<file path="config.mk">
export PLATFORM = sky130hd
export DESIGN_NAME = tcfw_cmd_fifo
export DESIGN_NICKNAME = d
export VERILOG_FILES = /design/src/tcfw_cmd_fifo.sv
export SDC_FILE = /design/constraint.sdc
export NUM_CORES = 1
export LEC_CHECK = 0
export BUFFER_PORTS_ARGS = -buffer_cell sky130_fd_sc_hd__buf_2
export CAP_MARGIN = 40
export CORE_ASPECT_RATIO = 0.7
export CORE_MARGIN = 1
export CORE_UTILIZATION = 53
export CTS_BUF_LIST = sky130_fd_sc_hd__clkbuf_16
export DETAILED_ROUTE_END_ITERATION = 10
export PLACE_DENSITY_LB_ADDON = 0.15
export SYNTH_ARGS = -nofsm -noshare
export SYNTH_HDL_FRONTEND = slang
export SYNTH_SLANG_ARGS = --single-unit
</file>
<file path="constraint.sdc">
create_clock -name clk -period 2.2 [get_ports clk]
set_clock_uncertainty 0.15 [all_clocks]
set_input_delay 0.44 -clock clk [delete_from_list [all_inputs] [get_ports clk]]
set_output_delay 0.44 -clock clk [all_outputs]
set_load 0.1 [all_outputs]
</file>
<file path="src/tcfw_cmd_fifo.sv">
// ----------------------------------------------------------------------------
// tcfw_cmd_fifo
// short command queue between the front and the back
// ----------------------------------------------------------------------------
module tcfw_cmd_fifo #(
    parameter int WIDTH = 32,
    parameter int DEPTH = 4,
    localparam int PTR_W = (DEPTH > 1) ? $clog2(DEPTH) : 1,
    localparam int CNT_W = $clog2(DEPTH + 1)
) (
    input  logic             clk,
    input  logic             rst_n,
    input  logic             push,
    input  logic [WIDTH-1:0] wdata,
    output logic             full,
    input  logic             pop,
    output logic             valid,
    output logic [WIDTH-1:0] rdata
);

    logic [WIDTH-1:0] slot_reg [DEPTH];
    logic [PTR_W-1:0] wr_ptr_reg, wr_ptr_next;
    logic [PTR_W-1:0] rd_ptr_reg, rd_ptr_next;
    logic [CNT_W-1:0] count_reg, count_next;

    assign full  = (count_reg == CNT_W'(DEPTH));
    assign valid = (count_reg != '0);
    assign rdata = slot_reg[rd_ptr_reg];

    always_comb
    begin
        wr_ptr_next = wr_ptr_reg;
        rd_ptr_next = rd_ptr_reg;
        count_next  = count_reg;
        if (push)
        begin
            wr_ptr_next = (wr_ptr_reg == PTR_W'(DEPTH - 1)) ? '0 : wr_ptr_reg + PTR_W'(1);
        end
        if (pop)
        begin
            rd_ptr_next = (rd_ptr_reg == PTR_W'(DEPTH - 1)) ? '0 : rd_ptr_reg + PTR_W'(1);
        end
        if (push && !pop)
        begin
            count_next = count_reg + CNT_W'(1);
        end
        else if (pop && !push)
        begin
            count_next = count_reg - CNT_W'(1);
        end
    end

    always_ff @(posedge clk)
    begin
        if (push)
        begin
            slot_reg[wr_ptr_reg] <= wdata;
        end
    end

    always_ff @(posedge clk or negedge rst_n)
    begin
        if (!rst_n)
        begin
            wr_ptr_reg <= '0;
            rd_ptr_reg <= '0;
            count_reg  <= '0;
        end
        else
        begin
            wr_ptr_reg <= wr_ptr_next;
            rd_ptr_reg <= rd_ptr_next;
            count_reg  <= count_next;
        end
    end

endmodule

</file>
==> summary.md, run 1 <==
| Metric | Value |
|---|---|
| Via count | 2,377 |
| First-pass detailed-route iteration total | 4 |
| Dominant cells by area after synthesis | edfxtp_1 76%, mux4_2 12%, dfrtp_1 3.4% |
| Max FO, Critical Path | 7 |
| Post-Syn Area | a little over 5000 sq um |
| Max-Cap Viols | 0 |
| Ys Warns | 0 |
| Top cell type's share of synthesized area | 75.6% |
| PortBufs | 69 |
| Routability Congestion | between 0.7 and 0.8 |
| Max reg flops | 128 |
| Yosys reg bits | 135 |
| Fin crit period | 2430 ps |
| Final ANT Viol Nets | 0 |
| IO Count | 70 |
| Total detailed-routing wirelength | 9020 um |
| Post-route insts no fill | 445 |
| NumNets Final | between 300 and 400 |
| Number of diodes | 0 |
| Dpl ws | 102 ps |
| Placed cells | between 400 and 500 |
| Min Hold Slack | 83.9 ps |
| Row count | 29 |
| R2r worst-path depth | 5 |
| CTS tree | done |
| Vias per cell | about 5.3 |
| Initial antenna violation count | 0 |
| Vias in the first global route | 2,504 |
| Cells on Worst Hold Path | 1 |
| Die Width | 119 um |
| Sequential-to-total area share from yosys stat | between 70% and 80% |
| Pins over their slew limit | 0 |
| Area leader, netlist | edfxtp_1 |
| H-Tree Depth | 4 |
| DR WL met3 | just over 700 um |
| Startpoint types | register |
| Post-route setup slack | -233 ps |
| Root Driver | clkbuf_16 |
| Crit share post-route | 111% |
| Top sig layer | met4 |
| Fmax achieved | 411 MHz |
| Core area | 9180 sq um |
| Largest net degree at the start of global routing | 21 |
| CTS buffer count | 17 |
| CP endpoint kind | primary output |
| Utilization after layout | 75.5% |
| Worst hold path class | in2reg |
| All-layer global routing usage | 20.7% |
| Gate count of the mapped netlist | just over 200 |
| Status | complete, but fails checks |
| Met2 wire length | 4250 um |
| Mapped Nets | around 250 |
| DRT met1 WL | 3920 um |
| Kind of critical path | reg2out |
| Clock Sinks | about 140 |
| RSZ-0062 raised after global routing | yes |
| Slew HR | slightly below 70% |
| Setup-failing EPs final | 32 |
| Final Hold Vio Count | 0 |
| Share of cells above drive strength 1 | approximately half |
| Area growth, synth to finish | 36.3% |
| Worst Path Arrival | 1840 ps |
| DIE AREA | 9990 sq um |
| WP data required | between 1500 and 2000 ps |
| CTS clk-pin slew, worst paths | 50 ps |
| DR DRC count | 0 |
| Overflow after GRT | 0 |
| # fillers | between 400 and 500 |
| First-pass GRT wire length | 14,200 um |
| CTS Buffer Depth | 2 |
| Synth cell types | 20 |
| Initial DRC count | 210 |
| Worst-skew pair later-pin latency | about 410 ps |
| Die H | 83.9 um |
| Failing checks | negative setup slack |
| Wire length per cell | just over 20 um |
| Starting density of the core | 55.4% |
| Slew @ Worst Pin | slightly below 500 ps |
| Post-detail-place hpwl | 5510 um |
| Syn_area_per_cell | 24.8 sq um |
==> final timing paths <==
kind / from / end / slack [ps]
max: rd_ptr_reg[0]$_DFFE_PN0P_ / rdata[30] / -230
min: wdata[2] / slot_reg[0][2]$_DFFE_PP_ / 80
max reg2reg: rd_ptr_reg[0]$_DFFE_PN0P_ / rd_ptr_reg[1]$_DFFE_PN0P_ / 550
min reg2reg: count_reg[2]$_DFFE_PN0P_ / count_reg[2]$_DFFE_PN0P_ / 360
max in group asynchronous: rst_n / rd_ptr_reg[0]$_DFFE_PN0P_ / 1460
min in group asynchronous: rst_n / count_reg[0]$_DFFE_PN0P_ / 260
==> Yosys cell counts, drive strengths merged <==
master and instances:
inv 4, clkbuf 1, xor2 2, mux4 32
nor2 3, mux2 3, nand2 2, buf 7
and2 4, o21ai 2, nor3b 1, fa 1
ha 6, or3 1, edfxtp 128, xnor2 1
dfrtp 7
==> per-layer routing <==
metal,vias up,GRT usage [%]
li1,1061,-
met1,1203,26.4
met2,98,30.3
met3,15,10.6
met4,0,7.59
met5,-,0
==> what timing repair did <==
action,4_1_cts,5_1_grt
hold endpoints to repair,7,0
cloned,1,0
setup endpoints to repair,32,33
buffers inserted,7,0
resized for setup,16,3
hold buffers,1,0
==> worst max-delay path, stage by stage (launching register included) <==
cell and delay, ps:
dfrtp_2 400, buf_6 150, buf_12 140, mux4_2 540, buf_12 190
==> layout make-up <==
class | count | area [sq um] | share of cell area, %
well taps | 124 | 155 | 2.24
repair buffers | 92 | 1090 | 15.8
clock buffers | 17 | 425 | 6.14
clock inverters | 15 | 259 | 3.74
inverters | 4 | 15.0 | 0.217
multi-input cells | 58 | 960 | 13.9
flip-flops and latches | 135 | 4020 | 58.0
==> placed cells by master (no fill, tap or decap), types with 6 or more instances in the layout <==
master	count
mux4_2	32
inv_1	6
ha_1	6
dfrtp_1	6
bufinv_16	7
clkbuf_16	17
buf_4	13
edfxtp_1	128
buf_2	36
buf_12	36
==> cell families (layout without fill, tap and decap cells) <==
family | Yosys count | in the layout | synth area share, %
compound gates | 2 | 2 | 0.197
xor+xnor | 3 | 3 | 0.517
fa+ha+maj | 7 | 7 | 1.87
buf+inv | 12 | 128 | 2.07
flops | 135 | 135 | 79.1
mux | 35 | 35 | 15.1
simple gates | 11 | 11 | 1.13
==> through the flow <==
stage	cell area (sq um)	TNS, ps
floorplan	5090	0
detailed placement	6110	0
global route	6930	-8400
global placement	6110	0
CTS	6910	-6720
finish	6930	-6350
Power of run 1 is left out: the tool's default activity adds up to more than one toggle a clock period on the data nets, which glitch-free logic cannot reach.
==> run 2: changes to the inputs <==
--- a/config.mk
+++ b/config.mk
@@ -13,6 +13,7 @@
 export CTS_BUF_LIST = sky130_fd_sc_hd__clkbuf_16
 export DETAILED_ROUTE_END_ITERATION = 10
 export PLACE_DENSITY_LB_ADDON = 0.15
+export RECOVER_POWER = 50
 export SYNTH_ARGS = -nofsm -noshare
 export SYNTH_HDL_FRONTEND = slang
 export SYNTH_SLANG_ARGS = --single-unit
==> constraint.sdc (replaced) <==
create_clock -name clk -period 2.5 [get_ports clk]
set_clock_uncertainty 0.15 [all_clocks]
set_input_delay 0.5 -clock clk [delete_from_list [all_inputs] [get_ports clk]]
set_output_delay 0.5 -clock clk [all_outputs]
set_load 0.1 [all_outputs]
==> summary.md, run 2 (same netlist as run 1, synthesis figures left out) <==
| Metric | Value |
|---|---|
| Root Driver | clkbuf_16 |
| Starting density of the core | 55.4% |
| Dpl ws | 394 ps |
| Total detailed-routing wirelength | roughly 8400 um |
| Number of diodes | 0 |
| H-Tree Depth | 4 |
| CTS clk-pin slew, worst paths | 50 ps |
| Failing checks | negative setup slack |
| Min-delay src | wdata[25] |
| Die H | 83.9 um |
| Grt met1 use | roughly a quarter |
| Routability Congestion | about 0.71 |
| Max reg flops | 128 |
| CP endpoint kind | primary output |
| R2R Path Start | wr_ptr_reg[0]$_DFFE_PN0P_ |
| WP data required | roughly 1900 ps |
| CTS tree | done |
| Status | complete, but fails checks |
| Post-route setup slack | -14.9 ps |
| Fmax achieved | 398 MHz |
| Pins over their slew limit | 0 |
| DIE AREA | 9990 sq um |
| Final Hold Vio Count | 0 |
| Worst path max stage delay | 540 ps |
| Commonest non-fill, non-tap cell in the layout | edfxtp_1 |
| Die Width | 119 um |
| Post-detail-place hpwl | 5060 um |
| Met3 Use GR | 6.97% |
| Commonest cells after routing, fill and taps aside | 128 x edfxtp_1, 36 x buf_12, 34 x clkbuf_1 |
| Clock Sinks | 135 |
| RSZ-0062 raised after global routing | yes |
| NumNets Final | around 340 |
| Slowest stage cell, crit path | mux4_2 |
| Core area | roughly 9200 sq um |
| Fin crit period | between 2000 and 3000 ps |
| Share of cells above drive strength 1 | 34.0% |
| Slew @ Worst Pin | ~1100 ps |
| Crit share post-route | 101% |
| Total negative slack | -72.1 ps |
| First-pass GRT wire length | 13,400 um |
| Via count | 2,309 |
| Startpoint types | register |
| Overflow after GRT | 0 |
| Wire length per cell | a little under 20 um |
| Final ANT Viol Nets | 0 |
| Largest net degree at the start of global routing | 32 |
| IO Count | 70 |
| CTS Buffer Depth | 2 |
| Worst hold path class | in2reg |
| CTS buffer count | 17 |
| Row count | 29 |
| Vias in the first global route | 2,477 |
| Max FO, Critical Path | 12 |
| All-layer global routing usage | about a fifth |
| Kind of critical path | reg2out |
| Max-Cap Viols | 0 |
| Slew HR | 24.1% |
| Initial antenna violation count | 0 |
| PortBufs | 69 |
| Setup-failing EPs final | 11 |
| Global Route met2 Usage | 27.7% |
| Vias per cell | 5.33 |
| Area growth, synth to finish | 29.8% |
| Initial DRC count | 189 |
| Crit path cell chain | bufbuf_16 -> mux4_2 -> buf_12 |
| DR DRC count | 0 |
| First-pass detailed-route iteration total | 4 |
| CP startpoint | rd_ptr_reg[0]$_DFFE_PN0P_ |
| Worst Path Arrival | 1860 ps |
| Worst-skew pair later-pin latency | 410 ps |
| Busiest grt layer | met2 |
[run 2: final timing paths]
check / to / slack [ps] / cells after the start
worst min-delay path: slot_reg[2][25]$_DFFE_PP_ / 210 / 1
worst max register to register: slot_reg[3][11]$_DFFE_PP_ / 290 / 3
worst max-delay path: rdata[10] / -10 / 3
worst min register to register: count_reg[2]$_DFFE_PN0P_ / 340 / 1
min in group asynchronous: wr_ptr_reg[1]$_DFFE_PN0P_ / 390 / 2
max in group asynchronous: rd_ptr_reg[0]$_DFFE_PN0P_ / 1480 / 2
[run 2: per-stage QoR]
step | util (%) | instances | hold slack, ps | instance area, sq um
detailed placement | 66.5 | 399 | 198 | 6100
floorplan | - | 205 | 54.4 | 5090
global placement | 66.5 | 399 | 198 | 6100
global route | 71.9 | 433 | 205 | 6600
finish | 71.9 | 433 | 209 | 6600
CTS | 72.4 | 433 | 146 | 6650
[run 2: cell type report]
type | count | area, sq um
Multi-Input combinational cell | 58 | 951
Tap cell | 124 | 155
Timing Repair Buffer | 80 | 943
Inverter | 4 | 15.0
Clock buffer | 17 | 425
Fill cell | 548 | 2580
Clock inverter | 15 | 86.3
Sequential cell | 135 | 4020
[run 2: metal layers]
layer  part of all wire, %  up-vias
met5                     0        -
met4                   1.4        0
met3                   4.8       13
met2                    49       77
met1                    45     1176
li1                      -     1043
[run 2: worst max-delay path, delay by kind of cell, from the launching register on]
family | cells | cell delay, ps
flip-flops | 1 | 410
buffers and inverters | 2 | 500
multiplexers | 1 | 540
[run 2: what timing repair did]
action / 4_1_cts / 5_1_grt
buffers inserted: 0 / 0
endpoints found under the hold margin: 7 / 0
gates resized for setup: 3 / 1
setup endpoints to repair: 5 / 20
cloned: 1 / 0
hold buffers: 1 / 0
Power of run 2 is left out for the same reason.
