## config.mk

```make
export PLATFORM = sky130hd
export DESIGN_NAME = tcfw_front
export DESIGN_NICKNAME = d
export VERILOG_FILES = /design/src/tcfw_pkg.sv /design/src/tcfw_front.sv
export SDC_FILE = /design/constraint.sdc
export NUM_CORES = 1
export LEC_CHECK = 0
export BUFFER_PORTS_ARGS = -buffer_cell sky130_fd_sc_hd__buf_2
export CORE_UTILIZATION = 45
export DETAILED_ROUTE_END_ITERATION = 10
export GPL_TIMING_DRIVEN = 0
export HOLD_SLACK_MARGIN = 0.1
export PLACE_DENSITY = 0.69
export SLEW_MARGIN = 20
export SYNTH_ARGS = -nofsm -noshare
export SYNTH_HDL_FRONTEND = slang
export SYNTH_SLANG_ARGS = --single-unit
```

## constraint.sdc

```tcl
create_clock -name clk -period 6.4 [get_ports clk]
set_clock_uncertainty 0.2 [all_clocks]
set_input_delay 0.32 -clock clk [delete_from_list [all_inputs] [get_ports clk]]
set_output_delay 0.32 -clock clk [all_outputs]
set_load 0.05 [all_outputs]
```

## src/tcfw_pkg.sv

```systemverilog
// ----------------------------------------------------------------------------
// tcfw_pkg
// shared types and constants of the text cell frame writer
// ----------------------------------------------------------------------------
package tcfw_pkg;

    localparam int MAX_ROWS_DEF  = 64;
    localparam int MAX_COLS_DEF  = 128;
    localparam int CHAR_BITS_DEF = 16;

    // width for grid compares, covers every legal grid size
    localparam int GRID_W = 10;

    localparam int CFG_IDX_W  = 1;
    localparam int CFG_DATA_W = 8;

    localparam logic [CFG_IDX_W-1:0] CFG_ROWS = 1'b0;
    localparam logic [CFG_IDX_W-1:0] CFG_COLS = 1'b1;

    localparam logic [6:0] ROWS_RST = 7'd25;
    localparam logic [7:0] COLS_RST = 8'd80;

    localparam logic [3:0] DEF_FG    = 4'd7;
    localparam logic [3:0] DEF_BG    = 4'd0;
    localparam logic [3:0] COLOR_MAX = 4'd15;

    localparam int NEWLINE_CODE = 10;

    localparam int QDEPTH = 4;

    typedef enum logic [2:0] {
        REQ_CLEAR    = 3'd0,
        REQ_HOME     = 3'd1,
        REQ_POSITION = 3'd2,
        REQ_ATTR     = 3'd3,
        REQ_WRITE    = 3'd4,
        REQ_NEWLINE  = 3'd5,
        REQ_READ     = 3'd6
    } req_t;

    typedef enum logic [1:0] {
        OP_NONE,
        OP_WRITE,
        OP_READ,
        OP_CLEAR
    } op_t;

    typedef enum logic [1:0] {
        BST_SWEEP,
        BST_IDLE,
        BST_READ,
        BST_DONE
    } back_state_t;

    typedef struct packed {
        op_t        op;
        logic [6:0] row_out;
        logic [6:0] col_out;
        logic       stored;
        logic [3:0] fg;
        logic [3:0] bg;
    } cmd_ctl_t;

    typedef struct packed {
        logic sweeping;
    } back_status_t;

endpackage

```

## src/tcfw_front.sv

```systemverilog
// ----------------------------------------------------------------------------
// tcfw_front
// accepts items, keeps cursor, colors and grid size, issues memory commands
// ----------------------------------------------------------------------------
module tcfw_front
    import tcfw_pkg::*;
#(
    parameter int MAX_ROWS  = MAX_ROWS_DEF,
    parameter int MAX_COLS  = MAX_COLS_DEF,
    parameter int CHAR_BITS = CHAR_BITS_DEF,
    localparam int ROW_W  = $clog2(MAX_ROWS + 1),
    localparam int COL_W  = (MAX_COLS > 1) ? $clog2(MAX_COLS) : 1,
    localparam int ADDR_W = (MAX_ROWS * MAX_COLS > 1) ? $clog2(MAX_ROWS * MAX_COLS) : 1
) (
    input  logic                  clk,
    input  logic                  rst_n,
    input  logic                  cfg_we,
    input  logic [CFG_IDX_W-1:0]  cfg_index,
    input  logic [CFG_DATA_W-1:0] cfg_data,
    input  logic                  in_valid,
    output logic                  in_ready,
    input  logic [2:0]            req_type,
    input  logic [7:0]            row_arg,
    input  logic [7:0]            col_arg,
    input  logic signed [7:0]     fg_arg,
    input  logic signed [7:0]     bg_arg,
    input  logic [15:0]           char_code,
    input  logic                  frame_end,
    input  logic                  q_full,
    input  back_status_t          back_st,
    output logic                  q_push,
    output cmd_ctl_t              q_ctl,
    output logic [ADDR_W-1:0]     q_addr,
    output logic [CHAR_BITS-1:0]  q_char
);

    function automatic logic [3:0] clamp_color(input logic signed [7:0] v);
        logic [3:0] res;
        if (v < 0)
        begin
            res = 4'd0;
        end
        else if (v > 8'sd15)
        begin
            res = COLOR_MAX;
        end
        else
        begin
            res = v[3:0];
        end
        return res;
    endfunction

    logic [6:0]       rows_cfg_reg;
    logic [7:0]       cols_cfg_reg;
    logic [ROW_W-1:0] row_reg, row_next;
    logic [COL_W-1:0] col_reg, col_next;
    logic [3:0]       fg_reg, fg_next;
    logic [3:0]       bg_reg, bg_next;

    logic [GRID_W-1:0] rows_lim, cols_lim;
    logic [GRID_W-1:0] row_x, col_x, col_inc, row_adv;
    logic [GRID_W-1:0] pos_r, pos_c, rd_r, rd_c;
    logic [GRID_W-1:0] row_n, col_n;
    logic [GRID_W-1:0] a_row, a_col;
    logic              in_grid;
    logic [CHAR_BITS-1:0] ch;

    assign in_ready = !q_full && !back_st.sweeping;
    assign q_push   = in_valid && in_ready;

    assign rows_lim = (rows_cfg_reg == 7'd0) ? GRID_W'(1) :
                      (GRID_W'(rows_cfg_reg) > GRID_W'(MAX_ROWS)) ? GRID_W'(MAX_ROWS) :
                      GRID_W'(rows_cfg_reg);
    assign cols_lim = (cols_cfg_reg == 8'd0) ? GRID_W'(1) :
                      (GRID_W'(cols_cfg_reg) > GRID_W'(MAX_COLS)) ? GRID_W'(MAX_COLS) :
                      GRID_W'(cols_cfg_reg);

    assign row_x   = GRID_W'(row_reg);
    assign col_x   = GRID_W'(col_reg);
    assign col_inc = col_x + GRID_W'(1);
    assign row_adv = (row_x < rows_lim) ? row_x + GRID_W'(1) : row_x;
    assign in_grid = (row_x < rows_lim) && (col_x < cols_lim);
    assign ch      = CHAR_BITS'(char_code);

    assign rd_r  = GRID_W'(row_arg);
    assign rd_c  = GRID_W'(col_arg);
    assign pos_r = (rd_r == '0) ? '0 :
                   (rd_r - GRID_W'(1) > rows_lim - GRID_W'(1)) ? rows_lim - GRID_W'(1) :
                   rd_r - GRID_W'(1);
    assign pos_c = (rd_c == '0) ? '0 :
                   (rd_c - GRID_W'(1) > cols_lim - GRID_W'(1)) ? cols_lim - GRID_W'(1) :
                   rd_c - GRID_W'(1);

    always_comb
    begin
        row_n        = row_x;
        col_n        = col_x;
        fg_next      = fg_reg;
        bg_next      = bg_reg;
        a_row        = row_x;
        a_col        = col_x;
        q_ctl.op     = OP_NONE;
        q_ctl.stored = 1'b0;
        unique case (req_t'(req_type))
            REQ_CLEAR:
            begin
                row_n    = '0;
                col_n    = '0;
                fg_next  = DEF_FG;
                bg_next  = DEF_BG;
                q_ctl.op = OP_CLEAR;
            end
            REQ_HOME:
            begin
                row_n = '0;
                col_n = '0;
            end
            REQ_POSITION:
            begin
                row_n = pos_r;
                col_n = pos_c;
            end
            REQ_ATTR:
            begin
                fg_next = clamp_color(fg_arg);
                bg_next = clamp_color(bg_arg);
            end
            REQ_WRITE:
            begin
                if (ch == CHAR_BITS'(NEWLINE_CODE))
                begin
                    row_n = row_adv;
                    col_n = '0;
                end
                else if (in_grid)
                begin
                    q_ctl.op     = OP_WRITE;
                    q_ctl.stored = 1'b1;
                    if (col_inc >= cols_lim)
                    begin
                        row_n = row_adv;
                        col_n = '0;
                    end
                    else
                    begin
                        col_n = col_inc;
                    end
                end
            end
            REQ_NEWLINE:
            begin
                row_n = row_adv;
                col_n = '0;
            end
            REQ_READ:
            begin
                a_row = rd_r;
                a_col = rd_c;
                if ((rd_r < rows_lim) && (rd_c < cols_lim))
                begin
                    q_ctl.op = OP_READ;
                end
            end
            default:
            begin
            end
        endcase
        // end of frame pulls the row back into the grid
        if (frame_end && (row_n > rows_lim - GRID_W'(1)))
        begin
            row_n = rows_lim - GRID_W'(1);
        end
        row_next      = ROW_W'(row_n);
        col_next      = COL_W'(col_n);
        q_ctl.row_out = 7'(row_n);
        q_ctl.col_out = 7'(col_n);
        q_ctl.fg      = fg_reg;
        q_ctl.bg      = bg_reg;
    end

    assign q_addr = ADDR_W'(ADDR_W'(a_row) * ADDR_W'(MAX_COLS) + ADDR_W'(a_col));
    assign q_char = ch;

    always_ff @(posedge clk or negedge rst_n)
    begin
        if (!rst_n)
        begin
            rows_cfg_reg <= ROWS_RST;
            cols_cfg_reg <= COLS_RST;
            row_reg      <= '0;
            col_reg      <= '0;
            fg_reg       <= DEF_FG;
            bg_reg       <= DEF_BG;
        end
        else
        begin
            if (cfg_we)
            begin
                unique case (cfg_index)
                    CFG_ROWS: rows_cfg_reg <= cfg_data[6:0];
                    CFG_COLS: cols_cfg_reg <= cfg_data;
                    default:
                    begin
                    end
                endcase
            end
            if (q_push)
            begin
                row_reg <= row_next;
                col_reg <= col_next;
                fg_reg  <= fg_next;
                bg_reg  <= bg_next;
            end
        end
    end

endmodule

```

==> out/metrics.cfg <==
[routing]
drc = 0
wirelength_um = 14100
firstDrtPassIters = 5
viasPerCell = 5.68
ant_nets = 0
vias = 4926
avgRoutedWirePerCell_um = 16.2
first_iter_violations = 221

[yosys]
synth_top_area_cell = ha_1
synth_edf_count = 0
netlist_top_cells_count = nand2_1, ha_1, o21ai_0
syn-cell-area_sq_mm = 0.00486
ys_async_sr_fraction_pct = 100
avgSynthCellArea_sq_um = 8.38
syn_inst = 580
yosysWarningCount = 0
synth_area_leaders = ha_1, dfrtp_1, nand2_1
yosysMostFrequentCell = nand2_1
ys.flop_type = dfrtp_1
synth.top_cell.area_share_pct = 17.5
yosys.cell_types.count = 80
ys_ff_latch = 37
yosysSeqAreaShare_pct = 19.3

[setup_path]
max_stage_delay_ns = 0.58
cpLargestDelayFamily = compound AO/OA/AOI/OAI gates
r2r_slack_ns = 0.69
crit_type = flip-flop to output port
crit_required_ns = 5.88
start_kind = flip-flop
crit_fanout = 9
crit_buf_inv = 5
cp.arrival_ns = 5.63
crit_path_end_kind = output port
crit_slowest_cell = dfstp_2

[global_route]
grt_pass1_wl_um = 23100
grt_max_degree = 38
overflow = 0
grtUsageTotal_pct = 25.7
grt_pass1_vias = 4796
antenna_found_initial = 0

[power]
power_mw = 1.66
power.density_mw_per_mm2 = 279
leakage_nw = 2.97
vdd_drop_max_mv = 0.216

[timing]
fin_crit_sh_pct = 96.1
maxSlewHeadroom_pct = 46.0
min_period_ns = 6.15
slew_viol_final = 0
fmax_mhz = 163
fin_setup_tns_ns = 0
worst-slew-pin-transition_ns = 0.809
finalSetupViolCount = 0
hold_viol_final = 0
layout_setup_ws_ns = 0.250

[placed_design]
finalWeightedCongestion = 0.921
dpl.cell_count = 841
dp_hpwl_um = 11600
io_buffer_count = 121
place_ws_ns = 0.0300

[cells_and_area]
area.growth.synth_to_final_pct = 22.6
nNetsFinal = 865
layout-drive-gt1-share_pct = 30.4
antenna_cells = 0
fill_cells = 963
largest_register_ff_count = 8
fin_cells = 867

[clocking]
worstSkewPairLatency_ns = 0.28
cts_tree = done
cts.sinks = 37
clockBufferDepth = 2
htreeDepth = 2
cts_root_buf = clkbuf_8
clk_pin_slew_worst_paths_ns = 0.07
cts_inserted_buffers = 5

[floorplanning]
dieArea_sq_mm = 0.0112
fp-row-count = 37
die_w_um = 106
dieHeight_um = 106
start_util_pct = 46.6
core_area_sq_mm = 0.0104
io_pins = 123

[flow_run]
cap_viol_max_count = 0

[outcome]
outcome = completed

[min_path]
hp-class = input pin to flip-flop

[timing repair]
item | 4_1_cts | 5_1_grt
buffers inserted | 2 | 7
pin swaps | 1 | 1
gates resized for setup | 9 | 2
endpoints found under the setup margin | 7 | 7
endpoints found under the hold margin | 41 | 0
hold buffers | 10 | 0
[final cells by class]
type	instances	area (sq um)	share of cell area (%)
multi-input cells	488	3680	61.8
flip-flops and latches	37	936	15.7
repair buffers	140	776	13.0
plain buffers	30	184	3.09
well taps	136	170	2.86
inverters	28	109	1.83
clock buffers	7	96.3	1.62
clock inverters	1	5.00	0.0840
[metrics by stage]
step | hold slack (ns) | utilization, % | cell area (sq um)
finish | 0.111 | 57.2 | 5960
global route | 0.106 | 57.2 | 5960
CTS | 0.103 | 56.7 | 5910
detailed placement | 0.260 | 54.2 | 5650
global placement | 0.247 | 54.2 | 5650
floorplan | -0.176 | - | 4870
[report_power, final]
part	leakage (nW)	switching [mW]	total [mW]	internal, mW
clock network	0.0542	0.0776	0.175	0.0972
logic	2.46	0.711	1.11	0.403
registers	0.453	0.0826	0.376	0.293
[cells in the final DEF (no fill, tap or decap), types with 11 or more instances in the layout]
cell	netlist	routed
xnor2_1	12	12
nand3_1	18	18
mux2i_1	13	12
clkbuf_1	11	11
ha_1	68	67
nor2_1	30	29
nand2_1	73	72
buf_4	17	27
dfrtp_1	29	29
xor2_1	16	16
buf_2	1	120
o21ai_0	32	32
inv_1	26	25
nor3_1	14	14
mux2_2	24	24
a21oi_1	23	23
nor2b_1	12	12
[layer usage]
| layer | part of all wire (%) | track usage (%) | vias to the layer above |
|---|---|---|---|
| met5 | 0 | 0 | - |
| met4 | 1.9 | 7.34 | 0 |
| met3 | 7.3 | 2.70 | 21 |
| met2 | 46 | 43.9 | 206 |
| met1 | 45 | 34.2 | 2292 |
| li1 | - | - | 2407 |
[cells by family after synthesis]
group                      after synthesis  share of synthesized area (%)
buffers and inverters                   59                           6.05
adders and majority gates               69                           17.7
and+or+nand+nor                        217                           23.3
other                                    2                          0.155
AOI/OAI and AO/OA                      123                           17.8
muxes                                   45                           10.7
xor gates and xnor gates                28                           5.05
DFF                                     37                           19.3
[worst paths after layout]
check / cells after the start / startpoint / endpoint
worst min register to register: 2 / bg_reg[1]$_DFFE_PN0P_ / bg_reg[1]$_DFFE_PN0P_
min in group asynchronous: 2 / rst_n / rows_cfg_reg[2]$_DFFE_PN0P_
worst min-delay path: 3 / bg_arg[1] / bg_reg[1]$_DFFE_PN0P_
worst max-delay path: 25 / rows_cfg_reg[3]$_DFFE_PN1P_ / q_ctl[22]
worst max register to register: 25 / rows_cfg_reg[3]$_DFFE_PN1P_ / row_reg[6]$_DFFE_PN0P_
max in group asynchronous: 2 / rst_n / col_reg[5]$_DFFE_PN0P_
[worst reg2reg max path, delay by kind of cell, from the launching register on]
kind,cells,cell delay [ns]
buffers and inverters,4,0.55
adders and majority gates,2,0.52
DFF,1,0.58
and+or+nand+nor,5,1.03
muxes,4,0.99
AOI/OAI and AO/OA,10,1.71
Power figures use the tool's default switching activity.
